**config.mk**
```make
export PLATFORM = sky130hd
export DESIGN_NAME = luhn_card_number_classifier_unit
export DESIGN_NICKNAME = d
export VERILOG_FILES = /design/src/design/luhn_pkg.sv /design/src/design/luhn_bcd_conv.sv /design/src/design/luhn_scan.sv /design/src/design/luhn_card_number_classifier_unit.sv
export VERILOG_INCLUDE_DIRS = /design/src /design/src/design
export SDC_FILE = /design/constraint.sdc
export NUM_CORES = 1
export LEC_CHECK = 0
export BUFFER_PORTS_ARGS = -buffer_cell sky130_fd_sc_hd__buf_2
export CAP_MARGIN = 40
export CORE_ASPECT_RATIO = 1.4
export CORE_MARGIN = 4
export CORE_UTILIZATION = 45
export DETAILED_ROUTE_END_ITERATION = 10
export PLACE_DENSITY = 0.64
export SLEW_MARGIN = 20
export SYNTH_ARGS = -nofsm -noshare
export SYNTH_HDL_FRONTEND = slang
export SYNTH_SLANG_ARGS = --single-unit
export TNS_END_PERCENT = 20
```
**constraint.sdc**
```tcl
create_clock -name clk -period 3.9 [get_ports clk]
set_input_delay 0.195 -clock clk [delete_from_list [all_inputs] [get_ports clk]]
set_output_delay 0.195 -clock clk [all_outputs]
set_load 0.005 [all_outputs]
```
**src/design/luhn_card_number_classifier_unit_defines.svh**
```systemverilog
// Assertion macros for the Luhn card number classifier.
// Included by the top level; no other dependencies.
`ifndef LUHN_CARD_NUMBER_CLASSIFIER_UNIT_DEFINES_SVH
`define LUHN_CARD_NUMBER_CLASSIFIER_UNIT_DEFINES_SVH
`ifndef NO_ASSERTIONS
// Condition a implies condition b in the same cycle.
`define LCC_ASSERT_IMPLY(label, clk, rst, a, b, msg) \
  label: assert property (@(posedge clk) disable iff (rst) (a) |-> (b)) \
    else $error(msg);
// Condition a implies condition b in the next cycle.
`define LCC_ASSERT_NEXT(label, clk, rst, a, b, msg) \
  label: assert property (@(posedge clk) disable iff (rst) (a) |=> (b)) \
    else $error(msg);
`else
`define LCC_ASSERT_IMPLY(label, clk, rst, a, b, msg)
`define LCC_ASSERT_NEXT(label, clk, rst, a, b, msg)
`endif
`endif

```
**src/design/luhn_pkg.sv**
```systemverilog
// Shared constants, types and codes for the Luhn card number classifier.
// No dependencies.
package luhn_pkg;

  localparam int CARD_W     = 54;
  localparam int NUM_DIGITS = 17;
  localparam int BCD_W      = 4 * NUM_DIGITS;
  localparam int POS_W      = 5;
  localparam int IN_TDATA_W = 56;
  localparam int OUT_TDATA_W = 8;

  // Network kind codes.
  localparam logic [1:0] KIND_INVALID = 2'd0;
  localparam logic [1:0] KIND_FOUR    = 2'd1;
  localparam logic [1:0] KIND_FIVE    = 2'd2;
  localparam logic [1:0] KIND_THREE   = 2'd3;

  // Control from the sequencer to the digit converter.
  typedef struct packed {
    logic load;
    logic dabble;
    logic digit_shift;
  } conv_ctrl_t;

  // Results gathered by the digit scanner.
  typedef struct packed {
    logic [3:0]       sum_mod10;
    logic [POS_W-1:0] ndig;
    logic [3:0]       lead_hi;
    logic [3:0]       lead_lo;
  } scan_result_t;

endpackage

```
**src/design/luhn_bcd_conv.sv**
```systemverilog
// Bit-serial binary to BCD converter (shift and add three) with a digit
// shift-out mode. Depends on luhn_pkg.
module luhn_bcd_conv
  import luhn_pkg::*;
(
  input  logic              clk,
  input  logic [CARD_W-1:0] card_number,
  input  conv_ctrl_t        ctrl,
  output logic [3:0]        digit
);

  logic [CARD_W-1:0] bin;
  logic [BCD_W-1:0]  bcd;
  logic [BCD_W-1:0]  bcd_adj;

  // Add three to every digit of five or more before the next shift.
  always_comb begin
    for (int i = 0; i < NUM_DIGITS; i++) begin
      if (bcd[4*i +: 4] >= 4'd5) begin
        bcd_adj[4*i +: 4] = bcd[4*i +: 4] + 4'd3;
      end else begin
        bcd_adj[4*i +: 4] = bcd[4*i +: 4];
      end
    end
  end

  // Load, shift one binary bit in, or shift one digit out toward the scanner.
  always_ff @(posedge clk) begin
    if (ctrl.load) begin
      bin <= card_number;
      bcd <= '0;
    end else if (ctrl.dabble) begin
      bin <= {bin[CARD_W-2:0], 1'b0};
      bcd <= {bcd_adj[BCD_W-2:0], bin[CARD_W-1]};
    end else if (ctrl.digit_shift) begin
      bcd <= {4'd0, bcd[BCD_W-1:4]};
    end
  end

  assign digit = bcd[3:0];

endmodule

```
**src/design/luhn_scan.sv**
```systemverilog
// Digit scanner: runs the Luhn sum modulo ten, the digit count and the
// leading two digits over digits arriving least significant first.
// Depends on luhn_pkg.
module luhn_scan
  import luhn_pkg::*;
(
  input  logic         clk,
  input  logic         clear,
  input  logic         step,
  input  logic [3:0]   digit,
  output scan_result_t result
);

  logic [POS_W-1:0] pos;
  logic [3:0]       prev;
  logic [4:0]       dbl;
  logic [3:0]       contrib;
  logic [4:0]       sum_raw;
  logic [3:0]       sum_next;

  // Odd positions add the digit sum of twice the digit.
  always_comb begin
    dbl = {digit, 1'b0};
    if (pos[0]) begin
      if (dbl >= 5'd10) begin
        contrib = 4'(dbl - 5'd9);
      end else begin
        contrib = dbl[3:0];
      end
    end else begin
      contrib = digit;
    end
    sum_raw = {1'b0, result.sum_mod10} + {1'b0, contrib};
    if (sum_raw >= 5'd10) begin
      sum_next = 4'(sum_raw - 5'd10);
    end else begin
      sum_next = sum_raw[3:0];
    end
  end

  // The highest nonzero digit seen so far fixes the count and the lead pair.
  always_ff @(posedge clk) begin
    if (clear) begin
      pos    <= '0;
      prev   <= '0;
      result <= '0;
    end else if (step) begin
      pos              <= pos + 1'b1;
      prev             <= digit;
      result.sum_mod10 <= sum_next;
      if (digit != 4'd0) begin
        result.ndig    <= pos + 1'b1;
        result.lead_hi <= digit;
        result.lead_lo <= prev;
      end
    end
  end

endmodule

```
**src/design/luhn_card_number_classifier_unit.sv**
```systemverilog
// Channel | Signals                      | Item contents
// input   | s_tvalid s_tready s_tdata    | card_number
// output  | m_tvalid m_tready m_tdata    | card_kind, checksum_ok
//
// Each item is loaded, then takes 54 bit-serial shift and add three
// steps in the BCD converter, 17 digit steps in the scanner and one to decide.
// Reset (rst, synchronous) empties the output register and returns to idle.
// A new item is taken while an earlier result waits in the output register;
// the block holds in its final state only while that register is still full.
// Top level of the Luhn card number classifier.
// Depends on luhn_pkg, luhn_bcd_conv, luhn_scan and the defines header.
`include "luhn_card_number_classifier_unit_defines.svh"
module luhn_card_number_classifier_unit
  import luhn_pkg::*;
(
  input  logic                   clk,
  input  logic                   rst,
  input  logic                   s_tvalid,
  output logic                   s_tready,
  // [53:0] card_number, [55:54] zero
  input  logic [IN_TDATA_W-1:0]  s_tdata,
  output logic                   m_tvalid,
  input  logic                   m_tready,
  // [1:0] card_kind, [2] checksum_ok, [7:3] zero
  output logic [OUT_TDATA_W-1:0] m_tdata
);

  typedef enum logic [3:0] {
    ST_IDLE = 4'b0001,
    ST_CONV = 4'b0010,
    ST_SCAN = 4'b0100,
    ST_DONE = 4'b1000
  } state_t;

  state_t       state;
  state_t       state_next;
  logic [5:0]   count;
  logic [5:0]   count_next;
  conv_ctrl_t   conv_ctrl;
  logic [3:0]   digit;
  scan_result_t scan;
  logic         accept;
  logic         finish;
  logic         ok;
  logic         lead_four;
  logic         lead_five;
  logic         lead_three;
  logic [1:0]   kind;
  logic [1:0]   card_kind;
  logic         checksum_ok;

  assign s_tready = (state == ST_IDLE);
  assign accept   = s_tvalid && s_tready;
  assign finish   = (state == ST_DONE) && (!m_tvalid || m_tready);

  // Sequencer: conversion steps, then digit steps, then result.
  always_comb begin
    state_next = state;
    count_next = count;
    conv_ctrl  = '0;
    case (state)
      ST_IDLE: begin
        conv_ctrl.load = accept;
        if (accept) begin
          state_next = ST_CONV;
          count_next = '0;
        end
      end
      ST_CONV: begin
        conv_ctrl.dabble = 1'b1;
        count_next       = count + 1'b1;
        if (count == 6'(CARD_W - 1)) begin
          state_next = ST_SCAN;
          count_next = '0;
        end
      end
      ST_SCAN: begin
        conv_ctrl.digit_shift = 1'b1;
        count_next            = count + 1'b1;
        if (count == 6'(NUM_DIGITS - 1)) begin
          state_next = ST_DONE;
        end
      end
      ST_DONE: begin
        if (finish) begin
          state_next = ST_IDLE;
        end
      end
      default: begin
        state_next = ST_IDLE;
      end
    endcase
  end

  always_ff @(posedge clk) begin
    if (rst) begin
      state <= ST_IDLE;
      count <= '0;
    end else begin
      state <= state_next;
      count <= count_next;
    end
  end

  luhn_bcd_conv u_conv (
    .clk         (clk),
    .card_number (s_tdata[CARD_W-1:0]),
    .ctrl        (conv_ctrl),
    .digit       (digit)
  );

  luhn_scan u_scan (
    .clk    (clk),
    .clear  (conv_ctrl.load),
    .step   (conv_ctrl.digit_shift),
    .digit  (digit),
    .result (scan)
  );

  // Classify from the digit count and the leading two digits.
  always_comb begin
    ok         = (scan.ndig != '0) && (scan.sum_mod10 == 4'd0);
    lead_four  = (scan.lead_hi == 4'd4);
    lead_five  = (scan.lead_hi == 4'd5) && (scan.lead_lo >= 4'd1) &&
                 (scan.lead_lo <= 4'd5);
    lead_three = (scan.lead_hi == 4'd3) &&
                 ((scan.lead_lo == 4'd4) || (scan.lead_lo == 4'd7));
    kind = KIND_INVALID;
    if (ok) begin
      if (((scan.ndig == 5'd13) || (scan.ndig == 5'd16)) && lead_four) begin
        kind = KIND_FOUR;
      end else if ((scan.ndig == 5'd16) && lead_five) begin
        kind = KIND_FIVE;
      end else if ((scan.ndig == 5'd15) && lead_three) begin
        kind = KIND_THREE;
      end
    end
  end

  // Output register.
  always_ff @(posedge clk) begin
    if (rst) begin
      m_tvalid <= 1'b0;
    end else if (finish) begin
      m_tvalid <= 1'b1;
    end else if (m_tready) begin
      m_tvalid <= 1'b0;
    end
  end

  always_ff @(posedge clk) begin
    if (finish) begin
      card_kind   <= kind;
      checksum_ok <= ok;
    end
  end

  assign m_tdata = {5'd0, checksum_ok, card_kind};

  // A network kind is only ever reported with a passing checksum.
  `LCC_ASSERT_IMPLY(a_kind_needs_ok, clk, rst, m_tvalid && (m_tdata[1:0] != KIND_INVALID),
                    m_tdata[2], "card kind set without passing checksum")
  // An accepted item starts the conversion at step zero.
  `LCC_ASSERT_NEXT(a_accept_starts, clk, rst, accept,
                   (state == ST_CONV) && (count == 6'd0), "conversion did not start")
  // The scan never runs past the last digit.
  `LCC_ASSERT_IMPLY(a_scan_bound, clk, rst, state == ST_SCAN,
                    count < 6'(NUM_DIGITS), "digit scan overran")

endmodule

```
==> impl_metrics.json <==
{
  "r2r_slack_ps": 250,
  "worst_ep_arrival_time_ps": 4010,
  "vdd_drop_max_v": 0.000327,
  "vias_per_cell": 5.41,
  "grt_max_degree": 126,
  "final_max_slew_viol_count": 0,
  "tightest_slew_ps": 790,
  "design.die.area_um2": 21400,
  "max_cap_viol_count": 0,
  "setup_slack_ps": 251,
  "stdcell_area_um2": 9780,
  "fp.dieH_um": 172,
  "ys_seq_area_share_pct": 44.4,
  "ys_types": 50,
  "regArea_um2": 3810,
  "setup_tns_ps": 0,
  "final_common_cell": "nand2_1",
  "fmax_mhz": 274,
  "cpPeakStageDelay_ps": 460,
  "cts_sinks": 162,
  "wire_per_inst_um": 14.4,
  "cp_common_cell": "inv_1",
  "clock_latency_ps": 440,
  "yosys_warnings": 0,
  "hold_depth": 3,
  "cp_data_required_time_ps": 4260,
  "critPathMaxFanout": 5,
  "synth_cells": 1016,
  "ys.flop_type": "dfxtp_1",
  "ant_nets": 0,
  "grt_pass1_vias": 6728,
  "start_kind": "register",
  "track_usage_pct": 17.6,
  "setup_violations": 0,
  "critPathKind": "reg2reg",
  "cts_buffers": 17,
  "die_x_um": 125,
  "row_count": 59,
  "gp_congestion": 0.777,
  "end_kind": "register",
  "drive_gt1_share_pct": 11.3,
  "slew_headroom_pct": 47.3,
  "synth_mux_area_share_pct": 0.495,
  "synth_compound_area_share_pct": 18.7,
  "yosys.area_share.simple_pct": 21.3,
  "antenna_found_initial": 0,
  "synth_fa_ha_area_share_pct": 6.49,
  "pin_count": 70,
  "hp-class": "in2reg",
  "r2r-start": "u_conv.bcd[1]",
  "diodes": 0,
  "root_buffer": "clkbuf_16",
  "routed_wl_um": 19000,
  "clk_pin_slew_ps": 80,
  "async_flop_share_pct": 0,
  "io_buffers": 62,
  "grt_overflow": 0,
  "synth.avg_cell_area_um2": 8.46,
  "finalCriticalPeriod_ps": 3650,
  "finalHoldViolCount": 0,
  "syn_area_um2": 8600,
  "skew_ps": 14.6,
  "placed_area_um2": 9080,
  "nNetsFinal": 1162,
  "hp-start": "s_tdata[31]",
  "syn2layout_area_growth_pct": 13.8,
  "multiInputGateArea_um2": 4380,
  "r2r.worst_path.cells": 16,
  "hold_path_end": "u_conv.bin[31]",
  "cts_buffer_depth": 2,
  "ys_ff_latch": 162,
  "vias": 7118,
  "powerDensity_nw_per_um2": 489,
  "path_cells": "inv_1 > ha_1 > nand2b_1 > a21oi_2 > xnor2_1 > nand2_1 > o21ai_0 > inv_1 > fa_1 > xor2_2 > ha_2 > a21boi_1 > nor3_1 > nor4b_2 > mux2_2 > a21oi_1",
  "r2r-end": "u_scan.result[15]",
  "dp_hpwl_um": 12000,
  "fillerInstances": 1783,
  "grt_pass1_wl_um": 31500,
  "cts_max_level": 4,
  "route.detailed.drc": 0,
  "crit_slowest_cell": "fa_1",
  "initial_core_util_pct": 46.0,
  "coreArea_um2": 18700,
  "post-place-ws_ps": 45.3,
  "synth-edff-count": 57,
  "period_share_pct": 93.6,
  "final_cell_mix": "nand2_1 (239), dfxtp_1 (105), a21oi_1 (100)",
  "firstDrtPassIters": 5,
  "first_iter_violations": 477,
  "synth_top_family_by_area": "simple AND/OR/NAND/NOR gates",
  "synthXorXnorAreaFrac_pct": 3.26,
  "cts_tree": "built",
  "status": "finished, final reports clean",
  "p_leak_uw": 0.00366
}
-- per-layer routing --
layer  part of all wire [%]  vias up  track usage, %
met5                      0        -               0
met4                    1.0        0            5.44
met3                    2.8       14            3.39
met2                     52      107            32.7
met1                     44     3373            20.6
li1                       -     3624               -
-- synthesized netlist by cell type, drive strengths merged (2+ instances only) --
cell | n | area, µm²
o21ai | 41 | 205
xor2 | 7 | 61.3
clkbuf | 36 | 135
nand4 | 2 | 12.5
o221ai | 20 | 175
nand3 | 9 | 45.0
nand4b | 2 | 17.5
a222oi | 3 | 30.0
nor3b | 2 | 15.0
buf | 28 | 156
nand2 | 240 | 901
nand2b | 33 | 206
mux2 | 2 | 22.5
a21oi | 101 | 505
o211ai | 28 | 210
mux2i | 2 | 20.0
dfxtp | 105 | 2100
a211o | 3 | 26.3
inv | 44 | 165
nor2 | 54 | 203
nor2b | 16 | 100
nand3b | 3 | 35.0
or3 | 4 | 25.0
nor4 | 2 | 12.5
a21o | 3 | 22.5
or4b | 2 | 20.0
nor3 | 39 | 195
edfxtp | 57 | 1710
o21a | 2 | 15.0
xnor2 | 25 | 219
ha | 43 | 538
a32oi | 12 | 105
a211oi | 34 | 255
-- kinds of logic after synthesis --
| logic type | Yosys count |
|---|---|
| xor+xnor | 32 |
| compound gates | 252 |
| other cells | 1 |
| buf+inv | 108 |
| mux | 4 |
| flops | 162 |
| fa+ha+maj | 44 |
| simple gates | 413 |
-- power breakdown --
group          total [µW]  switching (µW)  internal, µW
Sequential           2200             178          2020
Combinational         899             551           347
Clock                1690             771           916
Total                4790            1500          3290
-- through the flow --
stage	hold slack (ps)	std cells	utilization [%]	total power, µW
3_5_place_dp	445	1274	48.6	3140
4_1_cts	2.55	1314	52.2	4840
3_3_place_gp	439	1272	48.5	3110
5_1_grt	11.1	1315	52.4	5060
2_1_floorplan	264	1020	-	2890
6_report	15.2	1315	52.4	4790
-- critical path: cells and delay by family (launching register included) --
| family | cells | cell delay, ps |
|---|---|---|
| AOI/OAI and AO/OA | 4 | 710 |
| xor gates and xnor gates | 2 | 380 |
| adders and majority gates | 3 | 890 |
| buffers and inverters | 2 | 220 |
| DFF | 1 | 380 |
| muxes | 1 | 370 |
| and+or+nand+nor | 4 | 650 |
-- state kept, by name, indices dropped and copies added, names as in the netlist, 2 cells and up --
signal,count
card_kind,2
count,6
state,4
u_conv.bcd,68
u_conv.bin,54
u_scan.pos,5
u_scan.prev,4
u_scan.result,17
-- worst max path at each step --
stage	startpoint	endpoint	slack, ps	depth (start not counted)
6_report	u_conv.bcd[1]	u_scan.result[15]	250	16
5_1_grt	u_conv.bcd[1]	u_scan.result[15]	-40	16
4_1_cts	u_conv.bcd[1]	u_scan.result[15]	9	16
3_5_place_dp	u_conv.bcd[1]	u_scan.result[15]	50	16
3_3_place_gp	u_conv.bcd[1]	u_scan.result[15]	160	16
2_1_floorplan	u_conv.bcd[0]	u_scan.result[15]	360	17
-- cell type report --
cell class,instances,area share (%)
Tap cell,244,3.12
Inverter,44,1.69
Timing Repair Buffer,83,5.32
Multi-Input combinational cell,750,44.8
Clock inverter,14,1.70
Sequential cell,162,39.0
Clock buffer,18,4.39
-- repair_timing --
| item | 4_1_cts | 5_1_grt |
|---|---|---|
| setup endpoints to repair | 0 | 2 |
| buffers inserted | 0 | 1 |
| gates resized for setup | 0 | 5 |
| endpoints found under the hold margin | 10 | 0 |
| hold buffers | 8 | 0 |
(Power assumes the default switching activity.)
